===== config.mk =====
export PLATFORM = sky130hd
export DESIGN_NAME = ego_front
export DESIGN_NICKNAME = d
export VERILOG_FILES = /design/src/design/ego_pkg.sv /design/src/design/ego_front.sv
export VERILOG_INCLUDE_DIRS = /design/src /design/src/design
export SDC_FILE = /design/constraint.sdc
export NUM_CORES = 1
export LEC_CHECK = 0
export ABC_AREA = 1
export BUFFER_PORTS_ARGS = -buffer_cell sky130_fd_sc_hd__buf_2
export CAP_MARGIN = 10
export CORE_ASPECT_RATIO = 0.8
export CORE_MARGIN = 2
export CORE_UTILIZATION = 46
export DETAILED_ROUTE_END_ITERATION = 10
export PLACE_DENSITY = 0.72
export RECOVER_POWER = 100
export SLEW_MARGIN = 20
export SYNTH_ARGS = -nofsm -noshare
export SYNTH_HDL_FRONTEND = slang
export SYNTH_SLANG_ARGS = --single-unit

===== constraint.sdc =====
create_clock -name i_clk -period 5.3 [get_ports i_clk]
set_input_delay 0.795 -clock i_clk [delete_from_list [all_inputs] [get_ports i_clk]]
set_output_delay 0.795 -clock i_clk [all_outputs]
set_load 0.02 [all_outputs]

===== src/design/assert_macros.svh =====
// Assertion macros shared by the odometry RTL
`ifndef ASSERT_MACROS_SVH
`define ASSERT_MACROS_SVH

// checked only outside reset
`define EGO_ASSERT(lbl, prop, msg) \
    lbl: assert property (@(posedge i_clk) disable iff (!i_rst_n) prop) else $error(msg);

// checked on every edge, reset included
`define EGO_ASSERT_ALWAYS(lbl, prop, msg) \
    lbl: assert property (@(posedge i_clk) prop) else $error(msg);

`endif


===== src/design/ego_pkg.sv =====
// ----------------------------------------------------------------------------
// ego_pkg
// Types, register indexes and fixed constants of the encoder/gyro odometry.
// ----------------------------------------------------------------------------
package ego_pkg;

    typedef enum logic {
        KIND_GYRO = 1'b0,
        KIND_ENC  = 1'b1
    } t_kind;

    typedef struct packed {
        t_kind       kind;
        logic [16:0] heading;
        logic [16:0] dx;
        logic [16:0] dy;
    } t_item;

    typedef struct packed {
        logic        we;
        logic [7:0]  idx;
        logic [31:0] data;
    } t_cfg_wr;

    localparam logic [7:0] REG_COUNT_CENTER = 8'd0;
    localparam logic [7:0] REG_MM_PER_COUNT = 8'd1;
    localparam logic [7:0] REG_START_X      = 8'd2;
    localparam logic [7:0] REG_START_Y      = 8'd3;

    typedef enum logic [2:0] {
        ST_IDLE,
        ST_TRIG_MAIN,
        ST_TRIG_OX,
        ST_TRIG_OY,
        ST_MUL,
        ST_OUT
    } t_bstate;

    // angles in Q.16 degrees
    localparam logic signed [26:0] FULL_TURN    = 27'sd23592960;
    localparam logic signed [26:0] HALF_TURN    = 27'sd11796480;
    localparam logic signed [26:0] QUARTER_TURN = 27'sd5898240;
    localparam logic signed [26:0] OFS_X_ANGLE  = 27'sd4818384;
    localparam logic signed [26:0] OFS_Y_ANGLE  = 27'sd10316264;

    localparam logic signed [33:0] CORDIC_GAIN_Q30 = 34'sd652032875;
    localparam logic signed [17:0] OFS_X_AMP_Q8    = 18'sd31168;
    localparam logic signed [17:0] OFS_Y_AMP_Q8    = 18'sd30574;
    localparam logic signed [15:0] OFS_X_BIAS_Q4   = 16'sd3932;
    localparam logic signed [15:0] OFS_Y_BIAS_Q4   = 16'sd542;

    localparam logic [15:0]        RST_COUNT_CENTER = 16'd30000;
    localparam logic [23:0]        RST_MM_PER_COUNT = 24'd65536;
    localparam logic signed [47:0] RST_ACC_X        = 48'sd220266496;
    localparam logic signed [47:0] RST_ACC_Y        = -48'sd21692416;

    localparam logic [3:0] MUL_LAST = 4'd10;

    function automatic logic [22:0] atan_q16(input logic [4:0] i);
        case (i)
            5'd0:    atan_q16 = 23'd2949120;
            5'd1:    atan_q16 = 23'd1740967;
            5'd2:    atan_q16 = 23'd919879;
            5'd3:    atan_q16 = 23'd466945;
            5'd4:    atan_q16 = 23'd234378;
            5'd5:    atan_q16 = 23'd117304;
            5'd6:    atan_q16 = 23'd58666;
            5'd7:    atan_q16 = 23'd29335;
            5'd8:    atan_q16 = 23'd14668;
            5'd9:    atan_q16 = 23'd7334;
            5'd10:   atan_q16 = 23'd3667;
            5'd11:   atan_q16 = 23'd1833;
            5'd12:   atan_q16 = 23'd917;
            5'd13:   atan_q16 = 23'd458;
            5'd14:   atan_q16 = 23'd229;
            5'd15:   atan_q16 = 23'd115;
            5'd16:   atan_q16 = 23'd57;
            5'd17:   atan_q16 = 23'd29;
            5'd18:   atan_q16 = 23'd14;
            5'd19:   atan_q16 = 23'd7;
            5'd20:   atan_q16 = 23'd4;
            5'd21:   atan_q16 = 23'd2;
            5'd22:   atan_q16 = 23'd1;
            default: atan_q16 = 23'd0;
        endcase
    endfunction

endpackage


===== src/design/ego_front.sv =====
// ----------------------------------------------------------------------------
// ego_front
// Takes input words, re-centres the encoder counts and queues them (2 deep).
// ----------------------------------------------------------------------------
`include "assert_macros.svh"

module ego_front
    import ego_pkg::*;
(
    input  logic        i_clk,
    input  logic        i_rst_n,
    input  t_cfg_wr     i_cfg,
    input  logic        s_axis_tvalid,
    output logic        s_axis_tready,
    input  logic [55:0] s_axis_tdata,   // heading[16:0], count_x_raw, count_y_raw
    input  logic        s_axis_tuser,   // kind
    output t_item       o_item,
    output logic        o_item_valid,
    input  logic        i_pop
);

    logic [15:0] r_count_center;
    t_item       r_q [2];
    logic        r_rd, r_wr;
    logic [1:0]  r_count;
    logic        push;
    t_item       item;

    assign s_axis_tready = (r_count != 2'd2);
    assign push          = s_axis_tvalid && s_axis_tready;

    always_comb begin
        item.kind    = t_kind'(s_axis_tuser);
        item.heading = s_axis_tdata[16:0];
        item.dx      = {1'b0, r_count_center} - {1'b0, s_axis_tdata[32:17]};
        item.dy      = {1'b0, s_axis_tdata[48:33]} - {1'b0, r_count_center};
    end

    always_ff @(posedge i_clk) begin
        if (!i_rst_n) begin
            r_count_center <= RST_COUNT_CENTER;
            r_rd           <= 1'b0;
            r_wr           <= 1'b0;
            r_count        <= 2'd0;
        end else begin
            if (i_cfg.we && i_cfg.idx == REG_COUNT_CENTER) begin
                r_count_center <= i_cfg.data[15:0];
            end
            if (push) begin
                r_q[r_wr] <= item;
                r_wr      <= ~r_wr;
            end
            if (i_pop) begin
                r_rd <= ~r_rd;
            end
            r_count <= r_count + {1'b0, push} - {1'b0, i_pop};
        end
    end

    assign o_item       = r_q[r_rd];
    assign o_item_valid = (r_count != 2'd0);

    `EGO_ASSERT(a_pop_not_empty, i_pop |-> o_item_valid, "pop from empty queue")
    `EGO_ASSERT(a_count_range, r_count != 2'd3, "queue count overflow")

endmodule


### Word level (Yosys, flattened, before mapping)

Memories as Yosys holds them, arrays and structs flattened. A register that Yosys moved wholly into a read port is not among the register bits.
Cells that the tools add are included.

| word-level totals | value |
|---|---|
| memories kept | 1 |
| register bits | 20 |
| output and inout port bits | 54 |
| RAM bits | 104 |

| operators by class | value |
|---|---|
| bitwise gates (word level) | 2 |
| reduce and logical (&&, ||, !) cells | 4 |
| add/subtract/negate cells | 4 |
| eq/ne operators | 1 |
| mux-type cells | 5 |

Memory list:

| name | words | width | read ports | clocked after memory_dff | wr ports | RTL line | RTL |
|---|---|---|---|---|---|---|---|
| r_q | 2 | 52 | 1 | 1 | 1 | ego_front.sv:23 | `t_item r_q [2];` |

Operators with widths:

| operator | count |
|---|---|
| 16-bit by 16-bit subtractor with 17-bit output | 2 |
| 8-bit zero test | 1 |
| 1-bit two-way mux | 5 |
| 2-bit by 1-bit adder with 2-bit output | 1 |
| 1-bit logical AND | 2 |
| 2-bit != test (second input constant) | 1 |
| 1-bit inverter | 2 |
| 2-bit nonzero test | 1 |
| 2-bit by 1-bit subtractor with 2-bit output | 1 |

### Longest topological paths before layout

Gate-level depths: netlist of run 1.

| logic depth | value |
|---|---|
| depth in word-level cells | 5 |
| depth in mapped cells | 11 |
| depth with buffers taken out | 11 |

### Least setup slack after synthesis of run 1

No wires, ideal clock.

| timing path | value |
|---|---|
| kind | input to register |
| start | input port i_rst_n |
| end | memory r_q[1][0] in the netlist's numbering, enable pin |
| stages on the path | 3 |
| data arrival time | 4.723 ns |
| path slack | 0.051 ns |
| buffers on the path | 1 |
| required time | 4.774 ns |
| cell sequence | clkbuf_1 -> inv_1 -> nor3_1 |

| on the way | value |
|---|---|
| longest elaborated chain between the ends | 2 |

RTL lines:

| what | RTL line | RTL |
|---|---|---|
| start, declared | ego_front.sv:11 | `input logic i_rst_n,` |
| 1-bit two-way mux | ego_front.sv:40 | `if (!i_rst_n) begin` |
| 1-bit two-way mux (not written as such) | ego_front.sv:50 | `r_q[r_wr] <= item;` |
| end, declared | ego_front.sv:23 |  |

Every way passes these cells.

### Worst setup path in the final report of run 1

| timing path | value |
|---|---|
| start | input port i_rst_n |
| end | memory r_q[0][27] in the netlist's numbering, enable pin |

The elaborated chain is that of the path after synthesis.

==> reports/results.ini, run 1 <==
[setup_path]
rr_endpoint=r_q[0][27]
critPathMaxFanout=30
slowest_delay_ns=1.76
crit_start=i_rst_n
worstPathCellList=clkbuf_1 > inv_1 > nor2_1 > buf_4
rr_startpoint=r_count[0]
critPathCapture=r_q[0][27]
crit_required_ns=5.37
critPathKind=input port to flip-flop
worstRegToRegCells=5
cp.arrival_ns=3.96
startpoint_type=input port
cp_slowest_cell=nor2_1
end_kind=flip-flop
rrSetupSlack_ns=2.06

[place]
dp_cells=987
routabilityCongestion=0.845
portBuffers=132
placed_cell_area_um2=7480
place_hpwl_mm=10.4

[grt]
antenna_found_initial=0
grt_overflow=0
grt_max_degree=37
grt_pass1_vias=4590
grt_use_total=0.187
grt_first_pass_wirelength_mm=22.3

[cells_and_area]
stdcell_count=1020
multi_input_area_um2=2510
nets=960
fin_area_um2=7920
regArea_um2=3540
fillers=1319
layout_common_cells=182 x nand2_1, 127 x inv_1, 104 x edfxtp_1
layout_commonest_cell=nand2_1
synthToLayoutAreaGrowth_pct=19.5
layout-drive-gt1-share=0.182

[yosys]
synth.ff_latch_count=125
avgSynthCellArea_um2=9.78
yosysWarnings=0
synth_nets=815
yosysSeqAreaShare=0.535
synth_cell_types=26
syn_inst=677
syn_area_um2=6620

[timing]
layout_min_cycle_time_ns=3.88
timing_worst_slew_pin_value_ns=2.32
rsz0062_at_grt=false
max_freq_mhz=258
slew_viol_final=57
setup_tns_ns=0
skew_ns=0.00757
post-route-period-util=0.732
relSlewSlack=-0.551
hold_viol_final=0
setup-violations-final=0

[clocking]
cts_tree=yes
ctsHoldBuffers=0
cts-root-buf=clkbuf_16
postCtsSetupBuffers=0
cts_buffer_depth=2
path_clk_slew_ns=0.05
cts_buffers=17
cts_sinks=125
ctsHtreeMaxLevel=4
ctsResizeCount=0
clock_latency_ns=0.42

[floorplanning]
start_util=0.468
ios=156
die_w_um=138
fp.coreArea_um2=14200
core.rowCount=39
dieArea_um2=15400
die_y_um=111

[drt]
drtIter0Drc=266
drcViolationCount=0
finalWirelength_mm=13.9
vias=4830
drt_pass1_iterations=5
wire_per_inst_um=13.6
antenna_left=0
viasPerCell=4.74

[worst_hold_path]
hold_path.startpoint=r_wr
hold_path_class=flip-flop to flip-flop

[status]
outcome=complete, but fails checks
violations=max-capacitance violations, max-slew violations

[flow_run]
drv_cap=2

[pwr]
leakagePower_nw=3.59
powerDensity_nw_per_um2=328
max-vdd-ir-drop_mv=0.245

-- power by group --
group	total (mW)	internal (mW)	switching, mW
combinational	0.371	0.134	0.237
sequential	1.15	1.13	0.0178
clock	1.07	0.644	0.428
-- layout make-up --
| class | instances | share of cell area |
|---|---|---|
| Antenna cell | 1 | 0.000316 |
| Multi-Input combinational cell | 415 | 0.317 |
| Timing Repair Buffer | 136 | 0.0760 |
| Clock inverter | 13 | 0.0147 |
| Sequential cell | 125 | 0.448 |
| Clock buffer | 19 | 0.0547 |
| Tap cell | 184 | 0.0291 |
| Inverter | 127 | 0.0602 |
-- sequential cells by signal, indices dropped and copies added (netlist names), named ones only --
signal / count
r_q: 104
r_count: 2
r_wr: 1
r_count_center: 16
r_rd: 1
-- worst min path at each step --
stage                end  slack [ns]  depth (start not counted)
floorplan           r_wr        0.44                          2
global placement    r_wr        0.46                          2
detailed placement  r_wr        0.48                          2
CTS                 r_wr        0.49                          2
global route        r_wr        0.50                          2
finish              r_wr        0.48                          2
-- critical path: cells and delay by family --
family        cells  cell delay (ns)
buf+inv           3             1.39
simple gates      1             1.76
-- cell usage after synthesis --
cell type / instances / area share
a21oi_1: 22 / 0.017
buf_2: 2 / 0.0015
buf_4: 5 / 0.0057
buf_6: 2 / 0.0034
clkbuf_1: 1 / 0.00057
dfxtp_1: 21 / 0.063
edfxtp_1: 104 / 0.47
fa_1: 2 / 0.0060
ha_1: 34 / 0.064
inv_1: 127 / 0.072
mux2_2: 52 / 0.088
nand2_1: 178 / 0.10
nand2_2: 4 / 0.0038
nand3_1: 28 / 0.021
nand4_1: 5 / 0.0047
nor2_1: 42 / 0.024
nor2_2: 1 / 0.00095
nor2_4: 1 / 0.0017
nor3_1: 7 / 0.0053
nor3_2: 2 / 0.0030
o211ai_1: 7 / 0.0079
o21a_1: 2 / 0.0023
o21ai_0: 10 / 0.0076
o21bai_1: 2 / 0.0023
xnor2_1: 4 / 0.0053
xor2_1: 12 / 0.016
-- cells by family after synthesis --
| family | count (synthesis) | share of synthesized area |
|---|---|---|
| flip-flops | 125 | 0.535 |
| AND/OR/NAND/NOR | 268 | 0.165 |
| XOR/XNOR | 16 | 0.0212 |
| adder cells (fa/ha/maj) | 36 | 0.0703 |
| multiplexers | 52 | 0.0884 |
| buffers and inverters | 137 | 0.0831 |
| AO/OA/AOI/OAI | 43 | 0.0367 |
-- per-layer routing --
layer | routed length [µm] | up-vias | global-route usage
li1 | - | 2512 | -
met1 | 6750 | 2165 | 0.252
met2 | 5930 | 139 | 0.291
met3 | 1070 | 14 | 0.0622
met4 | 170 | 0 | 0.0551
met5 | 0 | - | 0
-- per-stage QoR --
| stage | utilization | hold slack [ns] | power (mW) | worst slack (ns) |
|---|---|---|---|---|
| 3_3_place_gp | 0.529 | 0.458 | 1.55 | 2.45 |
| 4_1_cts | 0.568 | 0.488 | 2.63 | 2.27 |
| 6_report | 0.559 | 0.480 | 2.59 | 1.42 |
| 5_1_grt | 0.559 | 0.498 | 2.70 | 1.12 |
| 3_5_place_dp | 0.529 | 0.479 | 1.56 | 2.46 |
| 2_1_floorplan | - | 0.440 | 1.44 | 0.0507 |
No activity file was read; power rests on OpenSTA's default activity.
==> run 2, diff against run 1 <==
clock period = 3.2 ns   (was 5.3 ns; I/O delays follow)
==> run 2 against run 1 <==
The run now ends clean. Non-clock buffer count grew 1. Clock power rose by 78%. Count of clock-buffer cells in the layout shrank 1. Hold slack worse by 0.23 ns. Worst setup slack worse by 0.66 ns. Die area stayed put. Cell count stayed put. Sequential share of layout area shrank 0.29 points. First-iteration DRC count shrank 33%. Sequential power is 66% higher. Register-to-register slack lost 0.90 ns. Global-route usage is 0.089 points lower. Critical path type unchanged.
==> reports/results.ini, run 2 (synthesis results as in run 1) <==
[floorplanning]
die_y_um=111  ; unchanged
fp.coreArea_um2=14200  ; unchanged
core.rowCount=39  ; unchanged
die_w_um=138  ; unchanged
start_util=0.468  ; unchanged
dieArea_um2=15400  ; unchanged
ios=156  ; unchanged

[cells_and_area]
nets=961  ; +0.10%
n_antenna_cell=0  ; -1
synthToLayoutAreaGrowth_pct=20.3
layout-drive-gt1-share=0.191  ; +0.00935
top_register=r_q
layout_commonest_cell=nand2_1
layout_common_cells=182 x nand2_1, 127 x inv_1, 104 x edfxtp_1
multi_input_area_um2=2510  ; unchanged
largest_reg_flops=104  ; unchanged
reg_top3=r_q x104, r_count_center x16, r_count x2
regArea_um2=3540  ; about the same
fillers=1280  ; -3.0%

[drt]
finalWirelength_mm=14.1  ; +1.5%
wire_per_inst_um=13.8  ; +1.5%
viasPerCell=4.77  ; +0.70%
antenna_left=0  ; unchanged
drtIter0Drc=177  ; -33%
drcViolationCount=0  ; unchanged
vias=4864  ; +0.70%
drt_pass1_iterations=5  ; unchanged

[grt]
grt_use_total=0.187  ; -0.000890
grt_first_pass_wirelength_mm=22.5  ; +0.52%
antenna_found_initial=0  ; unchanged
grt_pass1_vias=4685  ; +2.1%
grt_max_degree=36  ; -2.7%
grt_overflow=0  ; unchanged

[setup_path]
rr_endpoint=r_q[1][51]
rrSetupSlack_ns=1.16  ; -0.90 ns
rr_startpoint=r_count[0]
worstRegToRegCells=5  ; unchanged
cp.arrival_ns=2.48  ; -1.48 ns
worstPathCellList=clkbuf_1 > inv_1 > nor3_1 > clkbuf_2
critPathCapture=r_q[1][51]
end_kind=flip-flop
crit_start=i_rst_n
crit_buf_inv=3  ; unchanged
critPathMaxFanout=35  ; +17%
slowest_delay_ns=0.80  ; -0.96 ns
crit_required_ns=3.23  ; -2.14 ns
worst-path-stages=4  ; unchanged
cp_slowest_cell=clkbuf_2
critPathKind=input port to flip-flop
path_delay_family=buffers and inverters
startpoint_type=input port

[clocking]
cts_sinks=125  ; unchanged
ctsHoldBuffers=0  ; unchanged
clock_latency_ns=0.42  ; about the same
ctsHtreeMaxLevel=4  ; unchanged
path_clk_slew_ns=0.06  ; about the same
postCtsSetupBuffers=0  ; unchanged
cts_buffers=17  ; unchanged
cts-root-buf=clkbuf_16
cts_buffer_depth=2  ; unchanged
ctsResizeCount=0  ; unchanged
cts_tree=yes

[place]
portBuffers=132  ; unchanged
routabilityCongestion=0.818  ; -3.2%
place_hpwl_mm=10.6  ; +1.2%

[flow_run]
drv_cap=0  ; -2

[timing]
skew_ns=0.0106  ; +0.00304 ns
hold_viol_final=0  ; unchanged
layout_min_cycle_time_ns=2.44
rsz0062_at_grt=false
setup_tns_ns=0  ; unchanged
timing_worst_slew_pin_value_ns=1.40  ; -0.915 ns
relSlewSlack=0.0613  ; +0.613
post-route-period-util=0.763
slew_viol_final=0  ; -100%
setup-violations-final=0  ; unchanged
max_freq_mhz=409

[pwr]
internal-power_mw=3.26  ; +71%
leakagePower_nw=3.64  ; +1.4%
max-vdd-ir-drop_mv=0.379  ; +55%
p_sw_mw=1.17  ; +72%
p_total_mw=4.44  ; +71%
power_frac_clock=0.429  ; +0.016
switching_share=0.265  ; +0.00168
pwr-share-seq=0.430  ; -0.014
power_frac_comb=0.141  ; -0.002
powerDensity_nw_per_um2=557  ; +70%

[status]
outcome=finished clean

[worst_hold_path]
hold_path_class=input port to flip-flop

## run 2: area by class of cell
| class | instances | share of cell area |
|---|---|---|
| Clock buffer | 18 | 0.0538 |
| Sequential cell | 125 | 0.445 |
| Timing Repair Buffer | 137 | 0.0780 |
| Tap cell | 184 | 0.0289 |
| Inverter | 127 | 0.0598 |
| Multi-Input combinational cell | 415 | 0.315 |
| Clock inverter | 14 | 0.0196 |
## run 2: worst min-delay path by stage
stage,from,end,slack (ns),depth (start not counted)
3_5_place_dp,r_wr,r_wr,0.46,2
3_3_place_gp,r_wr,r_wr,0.46,2
2_1_floorplan,r_wr,r_wr,0.44,2
4_1_cts,s_axis_tdata[5],r_q[0][39],0.23,1
6_report,s_axis_tdata[16],r_q[1][50],0.25,1
5_1_grt,s_axis_tdata[16],r_q[1][50],0.24,1
## run 2: metrics by stage
stage	utilization	std cells	hold WS, ns	setup WS (ns)	cell area, µm²
2_1_floorplan	-	677	0.441	0.560	6640
4_1_cts	0.572	1020	0.234	0.754	8100
6_report	0.563	1020	0.250	0.757	7970
3_3_place_gp	0.531	988	0.457	1.13	7510
5_1_grt	0.563	1020	0.235	0.585	7970
3_5_place_dp	0.531	988	0.461	1.10	7510
## run 2: layer usage
| metal | global-route usage | vias up | share of wire |
|---|---|---|---|
| met5 | 0 | - | 0 |
| met4 | 0.0605 | 0 | 0.0072 |
| met3 | 0.0471 | 9 | 0.051 |
| met1 | 0.259 | 2218 | 0.50 |
| met2 | 0.290 | 131 | 0.44 |
| li1 | - | 2506 | - |
## run 2: power by group through the flow
stage	Combinational [mW]	Clock, mW	Sequential [mW]
finish	0.626	1.90	1.91
floorplan	0.452	0	1.92
global route	0.691	2.00	1.91
detailed placement	0.655	0	1.94
global placement	0.646	0	1.93
CTS	0.661	1.93	1.91
==> run 3, diff against run 2 <==
PLACE_DENSITY = 0.69   (was 0.72)
clock period = 2.5 ns   (was 3.2 ns; I/O delays follow)
==> run 3 against run 2 <==
The run now ends with max-capacitance violations left. Clock skew down 0.0049 ns. Register-to-register slack worse by 0.58 ns. Sequential share of layout area down 0.41 points. Combinational power up 30%. Power up 32%. Via count down 1.1%. Design area up 0.89%. Critical path depth down 1. Die area unchanged. Critical endpoint is now o_item[32].
==> reports/results.ini, run 3 (synthesis results as in run 1) <==
[setup_path]
critPathMaxFanout=52  ; +49%
end_kind=output port
startpoint_type=flip-flop
critPathCapture=o_item[32]
rr_endpoint=r_q[0][33]
rr_startpoint=r_count_center[0]
critPathKind=flip-flop to output port
crit_required_ns=2.12  ; -1.11 ns
cp.arrival_ns=1.66  ; -0.82 ns
rrSetupSlack_ns=0.58  ; -0.58 ns
worstRegToRegCells=9  ; +4

[timing]
setup_tns_ns=0  ; unchanged
hold_viol_final=0  ; unchanged
skew_ns=0.00573  ; -0.00488 ns
timing_worst_slew_pin_value_ns=1.47  ; +0.0676 ns
layout_min_cycle_time_ns=2.03
rsz0062_at_grt=false
slew_viol_final=0  ; unchanged
max_freq_mhz=492
post-route-period-util=0.813
relSlewSlack=0.0161  ; -0.0453
setup-violations-final=0  ; unchanged

[floorplanning]
fp.coreArea_um2=14200  ; unchanged
die_y_um=111  ; unchanged
core.rowCount=39  ; unchanged
die_w_um=138  ; unchanged
dieArea_um2=15400  ; unchanged
start_util=0.468  ; unchanged
ios=156  ; unchanged

[flow_run]
drv_cap=1  ; +1

[clocking]
postCtsSetupBuffers=0  ; unchanged
path_clk_slew_ns=0.06  ; about the same
cts-root-buf=clkbuf_16
cts_sinks=125  ; unchanged
cts_buffer_depth=2  ; unchanged
ctsHoldBuffers=0  ; unchanged
cts_tree=yes
ctsHtreeMaxLevel=4  ; unchanged
cts_buffers=17  ; unchanged
ctsResizeCount=0  ; unchanged
clock_latency_ns=0.42  ; about the same

[drt]
antenna_left=0  ; unchanged
wire_per_inst_um=13.7  ; -1.3%
drt_pass1_iterations=4  ; -1
viasPerCell=4.72  ; -0.92%
drcViolationCount=0  ; unchanged
drtIter0Drc=196  ; +11%
finalWirelength_mm=13.9  ; -1.5%
vias=4810  ; -1.1%

[cells_and_area]
layout-drive-gt1-share=0.194  ; +0.00286
regArea_um2=3540  ; about the same
fin_area_um2=8040  ; +0.89%
fillers=1292  ; +0.94%
reg_top3=r_q x104, r_count_center x16, r_count x2
multi_input_area_um2=2510  ; unchanged
nets=959  ; -0.21%
synthToLayoutAreaGrowth_pct=21.4
layout_common_cells=182 x nand2_1, 127 x inv_1, 104 x edfxtp_1
layout_commonest_cell=nand2_1
n_antenna_cell=0  ; unchanged
top_register=r_q
largest_reg_flops=104  ; unchanged

[grt]
grt_max_degree=53  ; +47%
grt_first_pass_wirelength_mm=23.1  ; +2.8%
met2_usage=0.295  ; +0.00561
grt_overflow=0  ; unchanged
grt_util_met1=0.258  ; -0.000655
grt_pass1_vias=4700  ; +0.32%
antenna_found_initial=0  ; unchanged
grt_use_total=0.191  ; +0.00424
grtUsageMet3=0.0678  ; +0.0207
top_usage_layer=met2

[status]
outcome=complete, but fails checks
violations=max-capacitance violations

[pwr]
max-vdd-ir-drop_mv=0.471  ; +24%
p_total_mw=5.86  ; +32%
leakagePower_nw=3.68  ; +0.97%
powerDensity_nw_per_um2=729  ; +31%

[place]
portBuffers=132  ; unchanged
placed_cell_area_um2=7520  ; +0.13%
routabilityCongestion=0.891  ; +9.0%
place_hpwl_mm=10.1  ; -4.3%

[worst_hold_path]
hold_path_class=input port to flip-flop

## run 3: cell count changes in the layout (fill, tap and decap cells not counted), sizes merged
cell / delta
inv: +2
buf: +6
bufinv: +2
clkbuf: -9
clkinv: -3
## run 3: cell type report
class	instances	area share
well taps	184	0.0286
flip-flops and latches	125	0.441
clock buffers	17	0.0529
repair buffers	135	0.0808
inverters	127	0.0593
clock inverters	15	0.0255
multi-input cells	415	0.312
## run 3: stage by stage
step | util | instances | hold WS, ns | setup WS, ns
after floorplan | - | 677 | 0.441 | 0.0241
after global placement | 0.531 | 986 | 0.453 | 0.534
after detailed placement | 0.531 | 986 | 0.462 | 0.504
after CTS | 0.576 | 1018 | 0.130 | 0.496
after global routing | 0.568 | 1018 | 0.128 | 0.390
final | 0.568 | 1018 | 0.144 | 0.467
## run 3: worst min path at each step
stage | from | endpoint | slack (ns) | cells past startpoint
after floorplan | r_wr | r_wr | 0.44 | 2
after global placement | r_wr | r_wr | 0.45 | 2
after detailed placement | r_wr | r_wr | 0.46 | 2
after CTS | s_axis_tdata[16] | r_q[1][50] | 0.13 | 1
after global routing | s_axis_tdata[11] | r_q[0][45] | 0.13 | 1
final | s_axis_tdata[7] | r_q[0][41] | 0.14 | 1
## run 3: power by group
part | internal, mW | switching, mW
sequential | 2.40 | 0.0260
clock | 1.68 | 0.941
combinational | 0.297 | 0.515
## run 3: routing by layer
layer	vias to the layer above	wire length, µm
li1	2511	-
met1	2152	6860
met2	133	5950
met3	14	967
met4	0	142
met5	-	0
## run 3: critical path, cell delays in order, from the launching register on
cell and delay (ns):
dfxtp_1 0.35, buf_12 0.25, mux2_2 0.38, clkbuf_1 0.18
