==> src/design/assert_macros.svh <==
// Assertion macros shared by the odometry RTL
`ifndef ASSERT_MACROS_SVH
`define ASSERT_MACROS_SVH

// checked only outside reset
`define EGO_ASSERT(lbl, prop, msg) \
    lbl: assert property (@(posedge i_clk) disable iff (!i_rst_n) prop) else $error(msg);

// checked on every edge, reset included
`define EGO_ASSERT_ALWAYS(lbl, prop, msg) \
    lbl: assert property (@(posedge i_clk) prop) else $error(msg);

`endif

==> src/design/ego_pkg.sv <==
// ----------------------------------------------------------------------------
// ego_pkg
// Types, register indexes and fixed constants of the encoder/gyro odometry.
// ----------------------------------------------------------------------------
package ego_pkg;

    typedef enum logic {
        KIND_GYRO = 1'b0,
        KIND_ENC  = 1'b1
    } t_kind;

    typedef struct packed {
        t_kind       kind;
        logic [16:0] heading;
        logic [16:0] dx;
        logic [16:0] dy;
    } t_item;

    typedef struct packed {
        logic        we;
        logic [7:0]  idx;
        logic [31:0] data;
    } t_cfg_wr;

    localparam logic [7:0] REG_COUNT_CENTER = 8'd0;
    localparam logic [7:0] REG_MM_PER_COUNT = 8'd1;
    localparam logic [7:0] REG_START_X      = 8'd2;
    localparam logic [7:0] REG_START_Y      = 8'd3;

    typedef enum logic [2:0] {
        ST_IDLE,
        ST_TRIG_MAIN,
        ST_TRIG_OX,
        ST_TRIG_OY,
        ST_MUL,
        ST_OUT
    } t_bstate;

    // angles in Q.16 degrees
    localparam logic signed [26:0] FULL_TURN    = 27'sd23592960;
    localparam logic signed [26:0] HALF_TURN    = 27'sd11796480;
    localparam logic signed [26:0] QUARTER_TURN = 27'sd5898240;
    localparam logic signed [26:0] OFS_X_ANGLE  = 27'sd4818384;
    localparam logic signed [26:0] OFS_Y_ANGLE  = 27'sd10316264;

    localparam logic signed [33:0] CORDIC_GAIN_Q30 = 34'sd652032875;
    localparam logic signed [17:0] OFS_X_AMP_Q8    = 18'sd31168;
    localparam logic signed [17:0] OFS_Y_AMP_Q8    = 18'sd30574;
    localparam logic signed [15:0] OFS_X_BIAS_Q4   = 16'sd3932;
    localparam logic signed [15:0] OFS_Y_BIAS_Q4   = 16'sd542;

    localparam logic [15:0]        RST_COUNT_CENTER = 16'd30000;
    localparam logic [23:0]        RST_MM_PER_COUNT = 24'd65536;
    localparam logic signed [47:0] RST_ACC_X        = 48'sd220266496;
    localparam logic signed [47:0] RST_ACC_Y        = -48'sd21692416;

    localparam logic [3:0] MUL_LAST = 4'd10;

    function automatic logic [22:0] atan_q16(input logic [4:0] i);
        case (i)
            5'd0:    atan_q16 = 23'd2949120;
            5'd1:    atan_q16 = 23'd1740967;
            5'd2:    atan_q16 = 23'd919879;
            5'd3:    atan_q16 = 23'd466945;
            5'd4:    atan_q16 = 23'd234378;
            5'd5:    atan_q16 = 23'd117304;
            5'd6:    atan_q16 = 23'd58666;
            5'd7:    atan_q16 = 23'd29335;
            5'd8:    atan_q16 = 23'd14668;
            5'd9:    atan_q16 = 23'd7334;
            5'd10:   atan_q16 = 23'd3667;
            5'd11:   atan_q16 = 23'd1833;
            5'd12:   atan_q16 = 23'd917;
            5'd13:   atan_q16 = 23'd458;
            5'd14:   atan_q16 = 23'd229;
            5'd15:   atan_q16 = 23'd115;
            5'd16:   atan_q16 = 23'd57;
            5'd17:   atan_q16 = 23'd29;
            5'd18:   atan_q16 = 23'd14;
            5'd19:   atan_q16 = 23'd7;
            5'd20:   atan_q16 = 23'd4;
            5'd21:   atan_q16 = 23'd2;
            5'd22:   atan_q16 = 23'd1;
            default: atan_q16 = 23'd0;
        endcase
    endfunction

endpackage

==> src/design/ego_cordic.sv <==
// ----------------------------------------------------------------------------
// ego_cordic
// Iterative rotation-mode CORDIC: sine and cosine of a Q.16-degree angle, Q30.
// ----------------------------------------------------------------------------
`include "assert_macros.svh"

module ego_cordic
    import ego_pkg::*;
#(
    parameter int TRIG_ITERATIONS = 16
) (
    input  logic               i_clk,
    input  logic               i_rst_n,
    input  logic               i_start,
    input  logic signed [26:0] i_angle,
    output logic               o_done,
    output logic signed [33:0] o_sin,
    output logic signed [33:0] o_cos
);

    localparam int CW = $clog2(TRIG_ITERATIONS);

    logic               r_busy;
    logic               r_done;
    logic               r_flip;
    logic [CW-1:0]      r_i;
    logic signed [33:0] r_x, r_y, n_x, n_y;
    logic signed [25:0] r_z, n_z;
    logic signed [33:0] r_sin, r_cos;

    logic signed [26:0] a1, a2, a3, a_red;
    logic               a_flip;
    logic signed [33:0] xs, ys;
    logic signed [25:0] at;

    // fold into [-90, 90] degrees
    always_comb begin
        a1     = (i_angle < 0) ? i_angle + FULL_TURN : i_angle;
        a2     = (a1 < 0) ? a1 + FULL_TURN : a1;
        a3     = (a2 >= HALF_TURN) ? a2 - FULL_TURN : a2;
        a_flip = 1'b0;
        a_red  = a3;
        if (a3 > QUARTER_TURN) begin
            a_red  = a3 - HALF_TURN;
            a_flip = 1'b1;
        end else if (a3 < -QUARTER_TURN) begin
            a_red  = a3 + HALF_TURN;
            a_flip = 1'b1;
        end
    end

    always_comb begin
        xs = r_x >>> r_i;
        ys = r_y >>> r_i;
        at = $signed({3'b000, atan_q16(5'(r_i))});
        if (r_z >= 0) begin
            n_x = r_x - ys;
            n_y = r_y + xs;
            n_z = r_z - at;
        end else begin
            n_x = r_x + ys;
            n_y = r_y - xs;
            n_z = r_z + at;
        end
    end

    always_ff @(posedge i_clk) begin
        if (!i_rst_n) begin
            r_busy <= 1'b0;
            r_done <= 1'b0;
            r_i    <= '0;
        end else begin
            r_done <= 1'b0;
            if (i_start) begin
                r_busy <= 1'b1;
                r_i    <= '0;
                r_x    <= CORDIC_GAIN_Q30;
                r_y    <= '0;
                r_z    <= a_red[25:0];
                r_flip <= a_flip;
            end else if (r_busy) begin
                r_x <= n_x;
                r_y <= n_y;
                r_z <= n_z;
                r_i <= r_i + CW'(1);
                if (r_i == CW'(TRIG_ITERATIONS - 1)) begin
                    r_busy <= 1'b0;
                    r_done <= 1'b1;
                    r_sin  <= r_flip ? -n_y : n_y;
                    r_cos  <= r_flip ? -n_x : n_x;
                end
            end
        end
    end

    assign o_done = r_done;
    assign o_sin  = r_sin;
    assign o_cos  = r_cos;

    `EGO_ASSERT(a_done_after_busy, r_done |-> $past(r_busy), "cordic done without a run")

endmodule

==> src/design/ego_back.sv <==
// ----------------------------------------------------------------------------
// ego_back
// Runs queued words: heading update, or CORDIC passes and shared multiplier
// steps for the accumulator update, scaling and mount offsets.
// ----------------------------------------------------------------------------
module ego_back
    import ego_pkg::*;
#(
    parameter int TRIG_ITERATIONS = 16
) (
    input  logic        i_clk,
    input  logic        i_rst_n,
    input  t_cfg_wr     i_cfg,
    input  t_item       i_item,
    input  logic        i_item_valid,
    output logic        o_pop,
    output logic        m_axis_tvalid,
    input  logic        m_axis_tready,
    output logic [87:0] m_axis_tdata    // pos_x, pos_y, pos_heading
);

    t_bstate r_state, n_state;
    logic [3:0] r_step, n_step;

    logic signed [16:0] r_heading_now, r_heading_prev;
    logic signed [47:0] r_acc_x, r_acc_y;
    logic [23:0]        r_mpc;
    logic signed [16:0] r_dx, r_dy;
    logic signed [26:0] r_ang;
    logic signed [33:0] r_s0, r_c0, r_sx, r_sy;
    logic signed [66:0] r_prod;
    logic signed [52:0] r_t1, r_t2;
    logic [59:0]        r_p1;
    logic signed [45:0] r_sc_x, r_sc_y;
    logic signed [15:0] r_off_x, r_off_y;
    logic               r_out_valid;
    logic signed [31:0] r_out_x, r_out_y;
    logic signed [16:0] r_out_h;

    logic               cs_start, cs_done;
    logic signed [26:0] cs_angle;
    logic signed [33:0] cs_sin, cs_cos;
    logic signed [17:0] hsum;
    logic signed [26:0] ang_main;
    logic               load_out;

    logic signed [48:0] mul_a;
    logic signed [17:0] mul_b;
    logic [47:0]        mag_x, mag_y;
    logic signed [52:0] t1_rnd, t2_rnd;
    logic [72:0]        wide;
    logic signed [45:0] sc_new;
    logic signed [66:0] off_rnd;
    logic signed [15:0] off_new;
    logic signed [46:0] px, py;

    ego_cordic #(.TRIG_ITERATIONS(TRIG_ITERATIONS)) u_cordic (
        .i_clk   (i_clk),
        .i_rst_n (i_rst_n),
        .i_start (cs_start),
        .i_angle (cs_angle),
        .o_done  (cs_done),
        .o_sin   (cs_sin),
        .o_cos   (cs_cos)
    );

    assign hsum     = {r_heading_now[16], r_heading_now} + {r_heading_prev[16], r_heading_prev};
    assign ang_main = {{2{hsum[17]}}, hsum[17:1], 8'h00};

    always_comb begin
        n_state  = r_state;
        n_step   = r_step;
        o_pop    = 1'b0;
        cs_start = 1'b0;
        cs_angle = ang_main;
        load_out = 1'b0;
        case (r_state)
            ST_IDLE: begin
                if (i_item_valid) begin
                    o_pop = 1'b1;
                    if (i_item.kind == KIND_ENC) begin
                        cs_start = 1'b1;
                        n_state  = ST_TRIG_MAIN;
                    end
                end
            end
            ST_TRIG_MAIN: begin
                cs_angle = r_ang - OFS_X_ANGLE;
                if (cs_done) begin
                    cs_start = 1'b1;
                    n_state  = ST_TRIG_OX;
                end
            end
            ST_TRIG_OX: begin
                cs_angle = r_ang - OFS_Y_ANGLE;
                if (cs_done) begin
                    cs_start = 1'b1;
                    n_state  = ST_TRIG_OY;
                end
            end
            ST_TRIG_OY: begin
                if (cs_done) begin
                    n_step  = 4'd0;
                    n_state = ST_MUL;
                end
            end
            ST_MUL: begin
                n_step = r_step + 4'd1;
                if (r_step == MUL_LAST) begin
                    n_state = ST_OUT;
                end
            end
            ST_OUT: begin
                if (!r_out_valid || m_axis_tready) begin
                    load_out = 1'b1;
                    n_state  = ST_IDLE;
                end
            end
            default: n_state = ST_IDLE;
        endcase
    end

    // shared multiplier operands
    assign mag_x = r_acc_x[47] ? 48'(-r_acc_x) : 48'(r_acc_x);
    assign mag_y = r_acc_y[47] ? 48'(-r_acc_y) : 48'(r_acc_y);

    always_comb begin
        case (r_step)
            4'd0:    begin mul_a = 49'(r_c0);           mul_b = 18'(r_dx); end
            4'd1:    begin mul_a = 49'(r_s0);           mul_b = 18'(r_dy); end
            4'd2:    begin mul_a = 49'(r_s0);           mul_b = 18'(r_dx); end
            4'd3:    begin mul_a = 49'(r_c0);           mul_b = 18'(r_dy); end
            4'd4:    begin mul_a = $signed({1'b0, mag_x}); mul_b = $signed({6'd0, r_mpc[23:12]}); end
            4'd5:    begin mul_a = $signed({1'b0, mag_x}); mul_b = $signed({6'd0, r_mpc[11:0]}); end
            4'd6:    begin mul_a = $signed({1'b0, mag_y}); mul_b = $signed({6'd0, r_mpc[23:12]}); end
            4'd7:    begin mul_a = $signed({1'b0, mag_y}); mul_b = $signed({6'd0, r_mpc[11:0]}); end
            4'd8:    begin mul_a = 49'(r_sx);           mul_b = OFS_X_AMP_Q8; end
            4'd9:    begin mul_a = 49'(r_sy);           mul_b = OFS_Y_AMP_Q8; end
            default: begin mul_a = '0;                  mul_b = '0; end
        endcase
    end

    always_comb begin
        t1_rnd  = (r_t1 + 53'sd8192) >>> 14;
        t2_rnd  = (r_t2 + $signed(r_prod[52:0]) + 53'sd8192) >>> 14;
        wide    = {1'b0, r_p1, 12'd0} + {13'd0, r_prod[59:0]} + 73'd134217728;
        sc_new  = $signed({1'b0, wide[72:28]});
        off_rnd = (r_prod + 67'sd536870912) >>> 34;
        off_new = off_rnd[15:0];
        px      = 47'(r_sc_x) - 47'(r_off_x);
        py      = 47'(r_sc_y) - 47'(r_off_y);
    end

    function automatic logic signed [31:0] sat32(input logic signed [46:0] v);
        if (v > 47'sd2147483647) begin
            sat32 = 32'sh7FFFFFFF;
        end else if (v < -47'sd2147483648) begin
            sat32 = 32'sh80000000;
        end else begin
            sat32 = v[31:0];
        end
    endfunction

    always_ff @(posedge i_clk) begin
        if (!i_rst_n) begin
            r_state        <= ST_IDLE;
            r_step         <= 4'd0;
            r_heading_now  <= '0;
            r_heading_prev <= '0;
            r_acc_x        <= RST_ACC_X;
            r_acc_y        <= RST_ACC_Y;
            r_mpc          <= RST_MM_PER_COUNT;
            r_out_valid    <= 1'b0;
        end else begin
            r_state <= n_state;
            r_step  <= n_step;
            r_prod  <= mul_a * mul_b;

            if (r_state == ST_IDLE && i_item_valid) begin
                if (i_item.kind == KIND_GYRO) begin
                    r_heading_now <= $signed(i_item.heading);
                end else begin
                    r_dx  <= $signed(i_item.dx);
                    r_dy  <= $signed(i_item.dy);
                    r_ang <= ang_main;
                end
            end
            if (cs_done) begin
                case (r_state)
                    ST_TRIG_MAIN: begin r_s0 <= cs_sin; r_c0 <= cs_cos; end
                    ST_TRIG_OX:   r_sx <= cs_sin;
                    ST_TRIG_OY:   r_sy <= cs_sin;
                    default:      ;
                endcase
            end

            if (r_state == ST_MUL) begin
                case (r_step)
                    4'd1: r_t1 <= r_prod[52:0];
                    4'd2: r_t1 <= r_t1 - r_prod[52:0];
                    4'd3: begin
                        r_t2    <= r_prod[52:0];
                        r_acc_x <= r_acc_x + t1_rnd[47:0];
                    end
                    4'd4: r_acc_y <= r_acc_y + t2_rnd[47:0];
                    4'd5: r_p1 <= r_prod[59:0];
                    4'd6: r_sc_x <= r_acc_x[47] ? -sc_new : sc_new;
                    4'd7: r_p1 <= r_prod[59:0];
                    4'd8: r_sc_y <= r_acc_y[47] ? -sc_new : sc_new;
                    4'd9: r_off_x <= off_new + OFS_X_BIAS_Q4;
                    4'd10: r_off_y <= off_new + OFS_Y_BIAS_Q4;
                    default: ;
                endcase
            end

            if (load_out) begin
                r_out_valid    <= 1'b1;
                r_out_x        <= sat32(px);
                r_out_y        <= sat32(py);
                r_out_h        <= r_heading_now;
                r_heading_prev <= r_heading_now;
            end else if (m_axis_tready) begin
                r_out_valid <= 1'b0;
            end

            if (i_cfg.we) begin
                case (i_cfg.idx)
                    REG_MM_PER_COUNT: r_mpc   <= i_cfg.data[23:0];
                    REG_START_X:      r_acc_x <= {i_cfg.data, 16'd0};
                    REG_START_Y:      r_acc_y <= {i_cfg.data, 16'd0};
                    default:          ;
                endcase
            end
        end
    end

    assign m_axis_tvalid = r_out_valid;
    assign m_axis_tdata  = {7'd0, r_out_h, r_out_y, r_out_x};

endmodule

==> config.mk <==
export PLATFORM = sky130hd
export DESIGN_NAME = ego_back
export DESIGN_NICKNAME = d
export VERILOG_FILES = /design/src/design/ego_pkg.sv /design/src/design/ego_cordic.sv /design/src/design/ego_back.sv
export VERILOG_INCLUDE_DIRS = /design/src /design/src/design
export SDC_FILE = /design/constraint.sdc
export NUM_CORES = 2
export LEC_CHECK = 0
export ABC_AREA = 1
export BUFFER_PORTS_ARGS = -buffer_cell sky130_fd_sc_hd__buf_2
export CAP_MARGIN = 25
export CORE_ASPECT_RATIO = 0.6
export CORE_UTILIZATION = 35
export CTS_CLUSTER_DIAMETER = 150
export CTS_CLUSTER_SIZE = 12
export DETAILED_ROUTE_END_ITERATION = 8
export MAX_ROUTING_LAYER = met4
export PLACE_DENSITY_LB_ADDON = 0.25
export RECOVER_POWER = 25
export SYNTH_ARGS = -nofsm -noshare
export SYNTH_HDL_FRONTEND = slang
export SYNTH_SLANG_ARGS = --single-unit
==> constraint.sdc <==
create_clock -name i_clk -period 11.5 [get_ports i_clk]
set_clock_uncertainty 0.15 [all_clocks]
set_input_delay 0.575 -clock i_clk [delete_from_list [all_inputs] [get_ports i_clk]]
set_output_delay 0.575 -clock i_clk [all_outputs]
set_load 0.1 [all_outputs]
Word level (Yosys, flattened, before mapping). Memories as Yosys holds them, arrays and structs flattened. A register that Yosys moved wholly into a read port is not among the register bits. Cells that the tools add are included.

Register bits: 949. Memory bits (read-only): 352. Input port bits: 97. Output and inout port bits: 90. Logic and storage cells: 213. Memories: 1.

Memory list: (no name shown) (words 16, width 22, rd ports 1, clocked after memory_dff 1, wr ports 0, RTL line ego_pkg.sv:60) `case (i)`.

Add/subtract/negate cells: 34. Multipliers: 1. Magnitude comparators: 10. Equal/unequal tests: 26. Shifts and indexed selects: 2. Muxes and demuxes: 59. Bitwise operators: 4. Reduce and logical (&&, ||, !) cells: 39.

Operators by type and width (number): 2-to-1 mux 48 bit (10); case mux 49 bit (6 select lines) (1); 2-to-1 mux 34 bit (6); 2-to-1 mux 26 bit (5); case mux 18 bit (6 select lines) (1); adder 53 x 15 -> 53 bit (second input constant) (2); case mux 53 bit (2 select lines) (1); adder 48 bit (2); negation 48 bit (2); > comparator 47 x 32 -> 1 bit (second input constant) (2); < comparator 47 x 32 -> 1 bit (second input constant) (2); subtractor 46 x 16 -> 47 bit (2); 2-to-1 mux 45 bit (2); 2-to-1 mux 27 bit (3); adder 72 x 60 -> 73 bit (1); adder 73 x 28 -> 73 bit (second input constant) (1); adder 34 bit (2); negation 34 bit (2); >>> shifter 34 x 4 -> 34 bit (2); subtractor 34 bit (2); 2-to-1 mux 32 bit (2); multiplier 49 x 18 -> 60 bit (1); adder 27 x 26 -> 27 bit (second input constant) (2); < comparator 27 x 1 -> 1 bit (second input constant) (2); other kinds (50) (117).

Logic depth before layout (Yosys ltp).
Word-level depth: 12. Gate-level depth with buffers: 45. Depth with buffers taken out: 44.

By module. Synthesis repeated with hierarchy kept, for this count alone.

Cells, all modules: 15189. Area total of the unflattened synthesis: 110155.6 um^2.

Modules (own cells, without submodules): ego_back (times used 1, cells each 12097, area each 89533.4 um^2, seq. area each 21800.9 um^2); ego_cordic (times used 1, cells each 3092, area each 20622.3 um^2, seq. area each 5455.2 um^2).

Worst setup path after synthesis. Ideal clock, no wire load.

Kind: register -> register. Start point: reg r_step[1]. End point: reg r_prod[55], data pin. Setup time: 0.258 ns. Arrival: 8.267 ns. Required time: 11.092 ns. Setup slack: 2.824 ns. Cell stages (with the launch flop): 38. Path buffers: 2. Clock period less this slack: 8.676 ns. Path through: dfxtp_1 inv_1 ha_1 o21ai_0 inv_1 clkbuf_1 nand2_1 inv_1 nor4_1 clkinv_1 clkbuf_1 nand2_1 inv_1 fa_1 inv_1 fa_1 fa_1 inv_1 [... 2 more ...] inv_1 fa_1 inv_1 ha_1 a21oi_1 inv_1 a21oi_1 o221ai_1 a31oi_1 o21ai_0 a21oi_1 o21ai_0 a21boi_0 inv_1 a21oi_1 inv_1 a21oi_1 xnor2_1.

Word-level cells in the longest chain between the ends: 4. Elaborated cells on any way between the ends: 21. Those cells by class: mul (1); eq/ne (9); mux (2); reduce/logical (9).

RTL lines: start: declaration (RTL line ego_back.sv:23) `logic [3:0] r_step, n_step;`; start signal: assignment (RTL line ego_back.sv:176) `r_step <= n_step;`; equality test 4 x 3 -> 1 bit (tied with other cells) (RTL line ego_back.sv:128) `case (r_step)`; OR reduction 2 bit (no source line); case mux 49 bit (6 select lines) or case mux 18 bit (6 select lines) (tied branches) (RTL line ego_back.sv:128); multiplier 49 x 18 -> 60 bit (*) (RTL line ego_back.sv:177) `r_prod <= mul_a * mul_b;`; end signal: assignment (RTL line ego_back.sv:177); end: declaration (RTL line ego_back.sv:31) `logic signed [66:0] r_prod;`.

Mark *: on every way between the ends. The rest lies on a longest branch, timed or not. A chain may end at the register's enable or synchronous reset.

Worst setup path after layout.
Start point: reg r_acc_y[1]. End point: reg r_prod[59], data pin.

Word-level cells in the longest chain between the ends: 4.

RTL lines: start: declaration (RTL line ego_back.sv:26) `logic signed [47:0] r_acc_x, r_acc_y;`; start signal: assignment (RTL line ego_back.sv:205) `4'd4: r_acc_y <= r_acc_y + t2_rnd[47:0];`; start signal: assignment (RTL line ego_back.sv:230) `REG_START_Y: r_acc_y <= {i_cfg.data, 16'd0};`; negation 48 bit (RTL line ego_back.sv:125) `assign mag_y = r_acc_y[47] ? 48'(-r_acc_y) : 48'(r_acc_y);`; 2-to-1 mux 48 bit (*) (RTL line ego_back.sv:125); case mux 49 bit (6 select lines) (*) (RTL line ego_back.sv:128); multiplier 49 x 18 -> 60 bit (*) (RTL line ego_back.sv:177).

Marked as above.

==> results.md <==
- Routed vias: 90054
- Synth Instances: between 10000 and 15000
- WS Path Type: reg -> reg
- Setup crit end kind: flop
- Final antenna-violating net count: 0
- Final min period: 10.79 ns
- Core area: around 290000 sq um
- GRT overflow: 0
- Site row count: ~150
- Clk pin slew, worst setup/hold paths: about 0.070 ns
- Top layer in use: met4
- Most used DFF post-synth: edfxtp_1
- Netlist cell types: 89
- Failing checks: capacitance limit, slew limit
- Initial antenna violation count: 29
- NumNets Final: roughly 15000
- Clock Tree Root: clkbuf_16
- Via-to-Cell Ratio: 5.217
- Drt first pass iters: 6
- WL met2: between 100 and 150 mm
- Max stage delay on crit path: 0.70 ns
- Register area share after synthesis: 26.75%
- Met1 wire length: between 150 and 200 mm
- Overall die height: 419.9 um
- Share of cells above drive strength 1: 5.278%
- First DRT Iteration DRCs: ~11000
- Area of the multi-input gates: 64160 sq um
- Reg2reg start: r_acc_y[1]
- # resized after CTS: 0
- Crit Path Max Fanout: 7
- CTS Buffer Depth: 3
- Async SR Flop Fraction: 0%
- Top-area cell type share of the netlist area: around 23%
- Final Hold Fails: 0
- Buffers on Ports: approximately 180
- TNS Setup: 0 ns
- Syn_area_per_cell: 7.761 sq um
- Post-CTS Setup Repair Bufs: 0
- Total CTS buffers: 91
- Final Slew Violations: ~270
- Clock Sinks: about 970
- Hold/Removal Path Class: in -> reg
- Crit path top cell by count: inv_1
- Post-Route WL: approximately 390 mm
- CTS tree: done
- Reg area: 27270 sq um
- Placed Cells: 17025
- RSZ-0062 raised after global routing: no
- Worst setup startpoint: r_acc_y[1]
- Slew margin rel.: -141.1%
- Io pins: 187
- Mean routed wirelength per cell: between 20 and 25 um
- Initial Utilization: between 30% and 40%
- Finished Layout Cells: roughly 17000
- EDFF count, synth: between 700 and 800
- Largest area contributor in the netlist: edfxtp_1
- Die area: just under 300000 sq um
- Worst EP arrival: approximately 11 ns
- Vias in the first global route: between 80000 and 90000
- Reg-to-Reg End: r_prod[59]
- Maximum number of pins on one net before global-route repair: 84
- Most common cell in the synthesized netlist: nand2_1
- DP Area: around 110000 sq um
- Synth Cell Area: roughly 100000 sq um
- GRT Util Overall: between 20% and 30%
- Yosys warns: 0
- Worst-margin pin slew: 3.616 ns
- Critical path endpoint: r_prod[59]
- FF-to-FF setup slack: between 0.7 and 0.8 ns
- Synth top area cells: edfxtp_1 23%, fa_1 15%, nand2_1 10%
- DR WL met3: 53.95 mm
- Register bit count reported by yosys: around 970
- Die width: approximately 700 um
- Area Overhead vs Synth: 9.311%
- Fin area: between 100000 and 150000 sq um
- First-pass GRT wire length: 565.1 mm
- Period utilization: 93.81%
- Req. time, crit path: ~12 ns
- Final HPWL DP: approximately 310 mm
- Post-synth top cells: 2778 x nand2_1, 2452 x inv_1, 1144 x nor2_1
- Run status: finished with violations
- Max-cap violations: 6
- Setup-failing EPs final: 0
- H-tree Lvls: 3
- Filler cell count: 30296
- CP max stage cell: nor2_1
- Worst skew pair latency: 0.76 ns
- Max Clk Rate: approximately 0.093 GHz
- R2R depth: 35
- Final Wtd Congestion: ~1.1
- CP startpoint kind: flop
- DRC: 0
## registers in the layout (all words and copies together), names as in the netlist, 46 cells and up
name	count
r_p1	60
r_prod	60
r_t1	53
r_t2	53
r_acc_x	48
r_acc_y	48
r_sc_x	46
r_sc_y	46
## cells in the final DEF, fill, tap and decap left out, types with 64 or more instances in the layout
cell type and n:
a21oi_1 872, a31oi_1 125, buf_2 114, buf_4 176
clkbuf_1 143, clkbuf_16 93, dfxtp_1 185, edfxtp_1 781
fa_1 770, ha_1 720, inv_1 2451, nand2_1 2778
nand3_1 439, nand4_1 94, nor2_1 1130, nor3_1 109
o211ai_1 64, o21ai_0 716, or2_2 71, xnor2_1 233
xor2_1 429
## worst max-delay path, delay by kind of cell (launching register included)
kind            cells  cell delay [ns]
compound gates      8             1.84
buf+inv             8             0.91
xor+xnor            2             0.65
flops               1             0.35
simple gates        9             3.01
fa+ha+maj           8             3.57
## worst min-delay path by stage
stage,start,endpoint,slack (ns),depth (start not counted)
after floorplan,u_cordic.o_cos[0],r_c0[0],0.25,0
after global placement,u_cordic.o_cos[10],r_c0[10],0.25,0
after detailed placement,u_cordic.o_cos[28],r_c0[28],0.25,0
after CTS,i_cfg[8],r_acc_x[24],0.02,3
after global routing,i_cfg[8],r_acc_x[24],0.06,3
final,i_cfg[8],r_acc_x[24],0.08,3
## cell families (layout without fill, tap and decap cells)
| kind of cell | after synthesis | count (layout) | synth area share (%) |
|---|---|---|---|
| AOI/OAI and AO/OA | 2268 | 2268 | 12.76 |
| adders and majority gates | 1490 | 1490 | 23.97 |
| muxes | 44 | 44 | 0.4322 |
| buffers and inverters | 2858 | 3099 | 10.74 |
| other | 1 | 17 | 0.003680 |
| DFF | 971 | 971 | 26.75 |
| xor gates and xnor gates | 664 | 664 | 5.730 |
| and+or+nand+nor | 4833 | 4833 | 19.61 |
## per-layer routing
metal | vias to the layer above | GRT usage, %
met1 | 42836 | 42.15
li1 | 42658 | -
met2 | 4274 | 30.75
met5 | - | -
met3 | 286 | 10.30
met4 | 0 | 3.896
## metrics by stage
step                utilization [%]  worst slack, ns  hold slack [ns]
detailed placement            37.32            1.090           0.2545
CTS                           38.42            1.069          0.01605
finish                        38.46           0.7114          0.07737
floorplan                         -            2.824           0.2503
global placement              37.29            1.238           0.2532
global route                  38.45           0.2726          0.05871
## layout make-up
class	count	share of cell area, %
Timing Repair Buffer	458	2.748
Tap cell	3875	4.353
Inverter	2494	8.415
Multi-Input combinational cell	9306	57.60
Sequential cell	971	24.48
Antenna cell	10	0.02247
Clock buffer	141	2.251
Clock inverter	6	0.1258
## what timing repair did
action                                  in CTS  in global routing
hold buffers                                56                  0
hold endpoints to repair                    56                  0
endpoints found under the setup margin       0                  0
Power is left out: the tool's default activity adds up to more than one toggle a clock period on the data nets, which glitch-free logic cannot reach.
